## config.mk

```make
export PLATFORM = sky130hd
export DESIGN_NAME = multi_rule_string_matcher_core
export DESIGN_NICKNAME = d
export VERILOG_FILES = /design/src/design/msm_pkg.sv /design/src/design/multi_rule_string_matcher_core.sv /design/src/design/msm_cell.sv /design/src/design/msm_rule.sv
export SDC_FILE = /design/constraint.sdc
export NUM_CORES = 2
export LEC_CHECK = 0
export BUFFER_PORTS_ARGS = -buffer_cell sky130_fd_sc_hd__buf_2
export CORE_ASPECT_RATIO = 0.8
export CORE_MARGIN = 10
export CORE_UTILIZATION = 35
export DETAILED_ROUTE_END_ITERATION = 8
export PLACE_DENSITY_LB_ADDON = 0.2
export SLEW_MARGIN = 20
export SYNTH_ARGS = -nofsm -noshare
export SYNTH_HDL_FRONTEND = slang
export SYNTH_HIERARCHICAL = 1
export SYNTH_SLANG_ARGS = --single-unit
```

## constraint.sdc

```tcl
create_clock -name clk -period 17.6 [get_ports clk]
set_input_delay 3.52 -clock clk [delete_from_list [all_inputs] [get_ports clk]]
set_output_delay 3.52 -clock clk [all_outputs]
set_load 0.03 [all_outputs]
```

## src/design/msm_pkg.sv

```systemverilog
// Shared constants, types and helpers for the multi-rule string matcher.
`timescale 1ns / 1ps

package msm_pkg;

	localparam int RULE_SLOTS = 8;
	localparam int TARGET_MAX = 16;
	localparam int CHAR_WIDTH = 16;

	// Field widths of the input item
	localparam int OP_W   = 2;
	localparam int SLOT_W = 3;
	localparam int POS_W  = $clog2(TARGET_MAX);
	localparam int LEN_W  = $clog2(TARGET_MAX + 1);
	localparam int MODE_W = 3;
	localparam int ACT_W  = 4;
	localparam int SEEN_W = 5;

	localparam logic [SEEN_W-1:0] SEEN_MAX = '1;

	// Opcodes
	typedef enum logic [OP_W-1:0] {
		OP_STORE = 2'd0,
		OP_SET   = 2'd1,
		OP_MATCH = 2'd2,
		OP_NONE  = 2'd3
	} opcode_t;

	// Mode bits
	localparam int MODE_BEGIN_BIT    = 0;
	localparam int MODE_END_BIT      = 1;
	localparam int MODE_CONTAINS_BIT = 2;

	// Per-character control broadcast to every rule chain
	typedef struct packed {
		logic                  step;     // match character transfer
		logic                  first;    // first character of a string
		logic                  fold_on;  // case folding for this string
		logic [CHAR_WIDTH-1:0] val_char; // value character, already folded
		logic [SEEN_W-1:0]     seen;     // characters seen before this one
	} step_t;

	// Per-rule status after the current character
	typedef struct packed {
		logic              hit;   // Shift-And bit at length-1 after update
		logic              alive; // prefix still matching after update
		logic [LEN_W-1:0]  len;
		logic [MODE_W-1:0] mode;
	} rule_stat_t;

	// Fold ASCII A-Z to a-z
	function automatic logic [CHAR_WIDTH-1:0] fold_char(
		input logic [CHAR_WIDTH-1:0] c,
		input logic                  on
	);
		logic [CHAR_WIDTH-1:0] r;
		r = c;
		if (on && c >= CHAR_WIDTH'(8'h41) && c <= CHAR_WIDTH'(8'h5A))
			r = c + CHAR_WIDTH'(8'h20);
		return r;
	endfunction

endpackage

```

## src/design/multi_rule_string_matcher_core.sv

```systemverilog
// Top level of the multi-rule string matcher: stream control, rule chains, result register.
`timescale 1ns / 1ps

// Usage:
//   Input stream (s_axis_*): every transfer is one item. Store items load a target
//   character into a rule cell, set items give a rule its length and mode, match
//   items carry one value character; tlast marks the last character of a string.
//   Output stream (m_axis_*): one transfer per finished string, matched in bit 0.
//   Config channel (cfg_*): writes active_rules; always ready, write only when idle.
// Result: the result of a last character appears on m_axis in the cycle after its
//   input transfer. Throughput: one item per cycle while s_axis_tready is high; all
//   eight rule chains of sixteen cells compare the character in parallel.
// Stall: the result sits in the output register; the input side keeps accepting
//   while that register is empty or is being drained in the same cycle.
// Reset: rules disabled with length zero, active_rules zero, no string in
//   progress; target characters hold nothing defined until stored.
module multi_rule_string_matcher_core (
	input  logic        clk,
	input  logic        arst_n,
	// tdata: opcode[1:0], rule_index[4:2], position[8:5], char_code[24:9],
	//        rule_length[29:25], rule_mode[32:30], ignore_case[33]
	input  logic        s_axis_tvalid,
	output logic        s_axis_tready,
	input  logic [39:0] s_axis_tdata,
	input  logic        s_axis_tlast,   // last_char
	// tdata: matched[0]
	output logic        m_axis_tvalid,
	input  logic        m_axis_tready,
	output logic [7:0]  m_axis_tdata,
	// active_rules[3:0]
	input  logic        cfg_valid,
	output logic        cfg_ready,
	input  logic [3:0]  cfg_data
);

	localparam int RS = msm_pkg::RULE_SLOTS;
	localparam int CW = msm_pkg::CHAR_WIDTH;

	logic [msm_pkg::OP_W-1:0]   in_opcode;
	logic [msm_pkg::SLOT_W-1:0] in_slot;
	logic [msm_pkg::POS_W-1:0]  in_pos;
	logic [CW-1:0]              in_char;
	logic [msm_pkg::LEN_W-1:0]  in_len;
	logic [msm_pkg::MODE_W-1:0] in_mode;
	logic                       in_ic;

	logic                       in_xfer;
	logic                       do_store;
	logic                       do_set;
	logic                       do_match;
	logic                       fold_now;
	logic [msm_pkg::SEEN_W-1:0] seen_next;
	logic                       hit_next;
	logic                       matched;

	logic [msm_pkg::ACT_W-1:0]  active_rules_q;
	logic [msm_pkg::SEEN_W-1:0] seen_q;
	logic                       hit_q;
	logic                       fold_q;
	logic                       out_valid_q;
	logic                       matched_q;

	msm_pkg::step_t      stp;
	msm_pkg::rule_stat_t stat [RS];
	logic [RS-1:0]       rule_on;
	logic [RS-1:0]       contains_hit;
	logic [RS-1:0]       final_hit;

	// Unpack the input item
	assign in_opcode = s_axis_tdata[1:0];
	assign in_slot   = s_axis_tdata[4:2];
	assign in_pos    = s_axis_tdata[8:5];
	assign in_char   = s_axis_tdata[24:9];
	assign in_len    = s_axis_tdata[29:25];
	assign in_mode   = s_axis_tdata[32:30];
	assign in_ic     = s_axis_tdata[33];

	// Handshake
	assign s_axis_tready = !out_valid_q || m_axis_tready;
	assign in_xfer  = s_axis_tvalid && s_axis_tready;
	assign do_store = in_xfer && (in_opcode == msm_pkg::OP_STORE);
	assign do_set   = in_xfer && (in_opcode == msm_pkg::OP_SET);
	assign do_match = in_xfer && (in_opcode == msm_pkg::OP_MATCH);
	assign cfg_ready = 1'b1;

	// Character broadcast to the chains
	assign fold_now     = (seen_q == '0) ? in_ic : fold_q;
	assign stp.step     = do_match;
	assign stp.first    = (seen_q == '0);
	assign stp.fold_on  = fold_now;
	assign stp.val_char = msm_pkg::fold_char(in_char, fold_now);
	assign stp.seen     = seen_q;

	// Rule chains
	for (genvar r = 0; r < RS; r++) begin : g_rule
		msm_rule u_rule (
			.clk      (clk),
			.arst_n   (arst_n),
			.wr_en    (do_store && (in_slot == msm_pkg::SLOT_W'(r))),
			.wr_pos   (in_pos),
			.wr_char  (in_char),
			.set_en   (do_set && (in_slot == msm_pkg::SLOT_W'(r))),
			.set_len  (in_len),
			.set_mode (in_mode),
			.stp      (stp),
			.stat     (stat[r])
		);

		assign rule_on[r] = int'(active_rules_q) > r;
		assign contains_hit[r] = rule_on[r] && stat[r].mode[msm_pkg::MODE_CONTAINS_BIT]
			&& stat[r].hit;
		// Final check of one rule on the last character
		assign final_hit[r] = rule_on[r] && (stat[r].mode != '0) && (
			(stat[r].len == '0) ||
			(stat[r].mode[msm_pkg::MODE_BEGIN_BIT] && stat[r].alive &&
				(seen_next >= msm_pkg::SEEN_W'(stat[r].len))) ||
			(stat[r].mode[msm_pkg::MODE_END_BIT] && stat[r].hit));
	end

	assign seen_next = (seen_q == msm_pkg::SEEN_MAX) ? seen_q
		: seen_q + msm_pkg::SEEN_W'(1);
	assign hit_next  = (stp.first ? 1'b0 : hit_q) | (|contains_hit);
	assign matched   = hit_next | (|final_hit);

	// String progress and configuration
	always_ff @(posedge clk or negedge arst_n) begin
		if (!arst_n) begin
			active_rules_q <= '0;
			seen_q         <= '0;
			hit_q          <= 1'b0;
			fold_q         <= 1'b0;
		end else begin
			if (cfg_valid && cfg_ready)
				active_rules_q <= cfg_data;
			if (do_match) begin
				fold_q <= fold_now;
				if (s_axis_tlast) begin
					seen_q <= '0;
					hit_q  <= 1'b0;
				end else begin
					seen_q <= seen_next;
					hit_q  <= hit_next;
				end
			end
		end
	end

	// Output register
	always_ff @(posedge clk or negedge arst_n) begin
		if (!arst_n) begin
			out_valid_q <= 1'b0;
		end else if (do_match && s_axis_tlast) begin
			out_valid_q <= 1'b1;
		end else if (m_axis_tready) begin
			out_valid_q <= 1'b0;
		end
	end

	always_ff @(posedge clk) begin
		if (do_match && s_axis_tlast)
			matched_q <= matched;
	end

	assign m_axis_tvalid = out_valid_q;
	assign m_axis_tdata  = {7'd0, matched_q};

endmodule

```

## src/design/msm_cell.sv

```systemverilog
// One character cell of a rule chain: target character, comparator, Shift-And bit.
`timescale 1ns / 1ps

module msm_cell (
	input  logic                            clk,
	input  logic                            arst_n,
	input  logic                            wr_en,
	input  logic [msm_pkg::CHAR_WIDTH-1:0]  wr_char,
	input  msm_pkg::step_t                  stp,
	input  logic                            enable,   // cell lies within target length
	input  logic                            link_in,  // Shift-And bit from left neighbor
	output logic                            eq,
	output logic                            bit_next,
	output logic                            bit_q
);

	logic [msm_pkg::CHAR_WIDTH-1:0] target_q;

	// Target character, undefined until written
	always_ff @(posedge clk) begin
		if (wr_en)
			target_q <= wr_char;
	end

	// Compare against the folded value character
	assign eq = enable && (msm_pkg::fold_char(target_q, stp.fold_on) == stp.val_char);
	assign bit_next = link_in & eq;

	// Shift-And bit, handed to the right neighbor
	always_ff @(posedge clk or negedge arst_n) begin
		if (!arst_n) begin
			bit_q <= 1'b0;
		end else if (stp.step) begin
			bit_q <= bit_next;
		end
	end

endmodule

```

## src/design/msm_rule.sv

```systemverilog
// One rule: length, mode, prefix-alive flag and a chain of character cells.
`timescale 1ns / 1ps

module msm_rule (
	input  logic                            clk,
	input  logic                            arst_n,
	input  logic                            wr_en,
	input  logic [msm_pkg::POS_W-1:0]       wr_pos,
	input  logic [msm_pkg::CHAR_WIDTH-1:0]  wr_char,
	input  logic                            set_en,
	input  logic [msm_pkg::LEN_W-1:0]       set_len,
	input  logic [msm_pkg::MODE_W-1:0]      set_mode,
	input  msm_pkg::step_t                  stp,
	output msm_pkg::rule_stat_t             stat
);

	localparam int TM = msm_pkg::TARGET_MAX;

	logic [msm_pkg::LEN_W-1:0]  len_q;
	logic [msm_pkg::MODE_W-1:0] mode_q;
	logic                       alive_q;

	logic [TM-1:0] cell_en;
	logic [TM-1:0] eq;
	logic [TM-1:0] bit_next;
	logic [TM-1:0] bit_q;
	logic [TM-1:0] link;
	logic [TM-1:0] kill;
	logic [msm_pkg::POS_W-1:0] len_m1;
	logic alive_next;

	// Chain of cells; the head always sees a match start
	for (genvar i = 0; i < TM; i++) begin : g_cell
		assign cell_en[i] = len_q > msm_pkg::LEN_W'(i);
		if (i == 0) begin : g_head
			assign link[i] = 1'b1;
		end else begin : g_body
			assign link[i] = stp.first ? 1'b0 : bit_q[i-1];
		end
		assign kill[i] = cell_en[i] && (stp.seen == msm_pkg::SEEN_W'(i)) && !eq[i];

		msm_cell u_cell (
			.clk      (clk),
			.arst_n   (arst_n),
			.wr_en    (wr_en && (wr_pos == msm_pkg::POS_W'(i))),
			.wr_char  (wr_char),
			.stp      (stp),
			.enable   (cell_en[i]),
			.link_in  (link[i]),
			.eq       (eq[i]),
			.bit_next (bit_next[i]),
			.bit_q    (bit_q[i])
		);
	end

	// Prefix check: the cell at the current position must match
	assign alive_next = (stp.first | alive_q) & ~(|kill);

	// Length and mode; prefix flag
	always_ff @(posedge clk or negedge arst_n) begin
		if (!arst_n) begin
			len_q   <= '0;
			mode_q  <= '0;
			alive_q <= 1'b1;
		end else begin
			if (set_en) begin
				len_q  <= (set_len > msm_pkg::LEN_W'(TM)) ? msm_pkg::LEN_W'(TM) : set_len;
				mode_q <= set_mode;
			end
			if (stp.step)
				alive_q <= alive_next;
		end
	end

	// Status: bit at length-1 of the updated vector
	assign len_m1     = msm_pkg::POS_W'(len_q - msm_pkg::LEN_W'(1));
	assign stat.hit   = (len_q != '0) && bit_next[len_m1];
	assign stat.alive = alive_next;
	assign stat.len   = len_q;
	assign stat.mode  = mode_q;

endmodule

```

# Yosys cells after proc, flatten, opt, wreduce, memory -nomap -nowiden

Cells that the tools add are included.

Flip-flop bits (word level): 2,253
Input port bits: 50
Output and inout port bits: 11
Logic and storage cells: 2,454

Add/sub/neg operators: 138
Order comparisons: 411
Equal/unequal tests: 168
Multiplexer cells: 273
Bitwise logic cells: 146
Reduce and logical (&&, ||, !) cells: 1,040

Operator list:

| cell                                                                            | count |
|---|---|
| 16-bit by 6-bit adder with 16-bit output, second input constant                 | 129 |
| 16-bit by 7-bit >= comparator with 1-bit output, second input constant          | 129 |
| 16-bit by 7-bit <= comparator with 1-bit output, second input constant          | 129 |
| 16-bit two-way mux                                                              | 129 |
| 16-bit equality test                                                            | 128 |
| 1-bit logical AND                                                               | 855 |
| 5-bit by 4-bit greater-than comparator with 1-bit output, second input constant | 64 |
| 5-bit by 3-bit greater-than comparator with 1-bit output, second input constant | 32 |
| 1-bit two-way mux                                                               | 133 |
| 1-bit logical NOT                                                               | 129 |
| 1-bit AND                                                                       | 128 |
| 16-bit OR reduction                                                             | 8 |
| 5-bit by 1-bit greater-than comparator with 1-bit output, second input constant | 16 |
| 5-bit by 2-bit greater-than comparator with 1-bit output, second input constant | 16 |
| 5-bit logical NOT                                                               | 9 |
| 5-bit by 4-bit equality test with 1-bit output, second input constant           | 8 |
| 5-bit >= comparator                                                             | 8 |
| 4-bit by 5-bit < comparator with 1-bit output, second input constant            | 8 |
| 5-bit nonzero test                                                              | 8 |
| 1-bit binary-select mux with 4-bit select                                       | 8 |
| 4-bit equality test, second input constant                                      | 8 |
| 4-bit by 1-bit subtractor with 4-bit output, second input constant              | 8 |
| 3-bit nonzero test                                                              | 8 |
| 5-bit by 3-bit equality test with 1-bit output, second input constant           | 4 |
| 25 further kinds                                                                | 74 |

# Depth between registers and ports, before layout

Depth after elaboration: 19
Depth in mapped cells: 23
Gate-level depth less buffers: 22

# Hierarchy

The synthesis kept the hierarchy.

By module, submodules not included:

| module                         | times used | cells an instance | area each (um^2) | sequential area each (um^2) |
|---|---|---|---|---|
| msm_cell                       | 128        | 58                | 820.8            | 505.5 |
| msm_rule                       | 8          | 164               | 1,271.2          | 226.5 |
| multi_rule_string_matcher_core | 1          | 303               | 2,303.5          | 330.3 |

# Least setup slack after synthesis

OpenSTA, ideal clock, no wires.

Kind: input to register
From: input port s_axis_tdata[13]
To: register matched_q (data pin)
Library setup time: 136 ps
Data arrival time: 11,169 ps
Data required time: 17,464 ps
Setup slack: 6,295 ps
Stages: 18
Path buffers: 1
Cell sequence: or4_1 o22ai_1 nor3_1 mux2_2 xnor2_1 nand3_1 o31a_2 nor2_1 nor3_1 a22o_1 o311a_1 nor3_1 buf_4 nand2_1 or4_1 a21oi_1 a2111oi_2 nand3b_1

RTL lines:

| element              | line                                  | text |
|---|---|---|
| from (decl)          | multi_rule_string_matcher_core.sv:24  | `input logic [39:0] s_axis_tdata,` |
| to (signal assigned) | multi_rule_string_matcher_core.sv:161 | `matched_q <= matched;` |
| to (decl)            | multi_rule_string_matcher_core.sv:61  | `logic matched_q;` |

==> flow_summary.yaml <==
floorplan:
  start_util: 0.353
  rows: 189
  num_io_pins: 61
  die_area_um2: 358000
  core_um2: 332000
  dieHeight_um: 537
  die_w_um: 667
power_and_ir_drop:
  ir_worst_vdd_mv: 0.0852
  power_density_nw_per_um2: 96.1
  p_leak_uw: 0.0405
layout:
  nets: 9692
  synthToLayoutAreaGrowth_pct: 13.3
  utilization: 0.399
  fill_cells: 30900
  seq_area_um2: 66700
  drive_above_1_share: 0.127
  final_cell_mix: "edfxtp_1, xnor2_1, xor2_1"
  multiInputGateArea_um2: 49900
  layout_commonest_cell: "edfxtp_1"
logic_synthesis:
  syn_area_per_cell_um2: 13.0
  postSynthCellCount: 9007
  ys_warn_count: 6
  synth_area_um2: 117000
clock_tree:
  cts_root_buf: "clkbuf_16"
  clk_pin_slew_worst_paths_ns: 0.06
  cts_buffers: 236
  worstSkewPairLatency_ns: 0.91
  post-cts-setup-buffers: 0
  cts_max_path_buffers: 4
  cts-resized-gates: 0
  cts_tree: "built"
  cts.sinks: 2253
  h-tree-depth: 4
  ctsHoldBuffers: 0
timing:
  maxSlewViolCount: 0
  fin_worst_skew_ns: 0.0453
  setup_violations: 0
  worst_slew_pin_slew_ns: 1.12
  rsz0062_at_grt: "false"
  post-route-period-util: 0.598
  relSlewSlack: 0.241
  tns_ns: 0
  hold_viol: 0
  period_minus_slack_ns: 10.52
  fmax_ghz: 0.0950
grt:
  antenna_found_initial: 21
  first_global_vias: 77200
  grt_util_all_layers: 0.192
  grt-ovfl-total: 0
  grt_pass1_wl_um: 524000
  grt_max_degree: 118
worst_setup_path:
  crit_path_start_kind: "input port"
  arrival_ns: 11.16
  slowest_delay_ns: 0.90
  slowest_stage: "a21o_4"
  critical_path_class: "input port to flip-flop"
  crit_required_ns: 18.23
  worstPathCellList: "buf_8 -> nor4b_1 -> nand3_1 -> nor3_1 -> a21o_4 -> buf_4 -> buf_4 -> xor2_1 -> xnor2_1 -> nand3_1 -> o31a_2 -> nor2_1 -> or3b_2 -> a211oi_1 -> a211oi_1 -> nand4_1 -> nor3_1 -> a32oi_1 -> o21ai_0 -> o21ai_0 -> o2111ai_1 -> nand3b_1"
  cp-end-kind: "flip-flop"
  path_buf_inv: 3
  path_delay_family: "compound AO/OA/AOI/OAI gates"
  crit_fanout: 57
drt:
  wl_um: 356000
  drt-vias-per-instance: 5.53
  drt_pass1_iterations: 6
  vias: 77600
  post-route-drc-count: 0
  route.detailed.wl_per_inst_um: 25.3
  antenna_left: 0
  drtIter0Drc: 7010
placement:
  port-buffer-count: 46
  hpwl_um: 221000
  place.gp.congestion: 0.855
min_path:
  hold_class: "flip-flop to flip-flop"
outcome:
  status: "complete, no violations"
run:
  cap_violations: 0
-- cell type report --
class,instances,area share
clock buffers,310,0.0488
repair buffers,271,0.0168
clock inverters,123,0.0106
multi-input cells,6565,0.376
flip-flops and latches,2253,0.502
diodes,15,0.000283
well taps,4393,0.0414
inverters,112,0.00328
-- worst reg2reg max path: cells and delay by family, from the launching register on --
family / cells / cell delay, ns
buffers and inverters: 4 / 2.37
DFF: 1 / 0.66
AOI/OAI and AO/OA: 8 / 2.85
and+or+nand+nor: 8 / 1.95
adders and majority gates: 1 / 0.16
xor gates and xnor gates: 2 / 0.41
muxes: 1 / 0.49
-- routing by layer --
| metal | up-vias | wire length [µm] | global-route usage |
|---|---|---|---|
| met3 | 456 | 22400 | 0.0300 |
| li1 | 35100 | - | - |
| met5 | - | 26 | 0 |
| met2 | 2399 | 154000 | 0.293 |
| met1 | 39700 | 172000 | 0.287 |
| met4 | 4 | 7580 | 0.0415 |
-- path summary, 6_finish.rpt --
check / startpoint / to / slack, ns / cells after the start
setup / recovery: s_axis_tdata[17] / matched_q / 7.08 / 22
hold / removal: g_rule[4].u_rule/g_cell[0].u_cell/bit_q / g_rule[4].u_rule/g_cell[0].u_cell/bit_q / 0.48 / 2
setup reg to reg: seen_q[1] / matched_q / 8.47 / 24
hold reg to reg: g_rule[4].u_rule/g_cell[0].u_cell/bit_q / g_rule[4].u_rule/g_cell[0].u_cell/bit_q / 0.48 / 2
max in group asynchronous: arst_n / g_rule[7].u_rule/g_cell[3].u_cell/bit_q / 12.76 / 3
min in group asynchronous: arst_n / g_rule[4].u_rule/g_cell[10].u_cell/bit_q / 2.64 / 1
-- where the power goes --
part           total [µW]  internal [µW]  switching (µW)
Sequential           6050           5890             160
Combinational        1550            477            1080
Clock                5150           2990            2160
Total               12800           9360            3400
-- flip-flops by register name, summed over array words and instances, names as in the netlist --
register,count
g_rule.u_rule/g_cell.u_cell/target_q,2048
g_rule.u_rule/g_cell.u_cell/bit_q,120
g_rule.u_rule/len_q,40
g_rule.u_rule/mode_q,24
g_rule.u_rule/alive_q,8
seen_q,5
active_rules_q,4
fold_q,1
hit_q,1
m_axis_tvalid,1
matched_q,1
-- through the flow --
stage	cells	hold slack, ns	area [µm²]	worst slack, ns	total power [µW]
6_report	14000	0.484	133000	7.08	12800
4_1_cts	14000	0.486	133000	7.06	12900
3_5_place_dp	13600	0.471	125000	6.12	7690
2_1_floorplan	9021	0.449	117000	6.30	7030
3_3_place_gp	13600	0.468	124000	6.08	7680
5_1_grt	14000	0.503	133000	6.66	13200
Power figures use the tool's default switching activity.
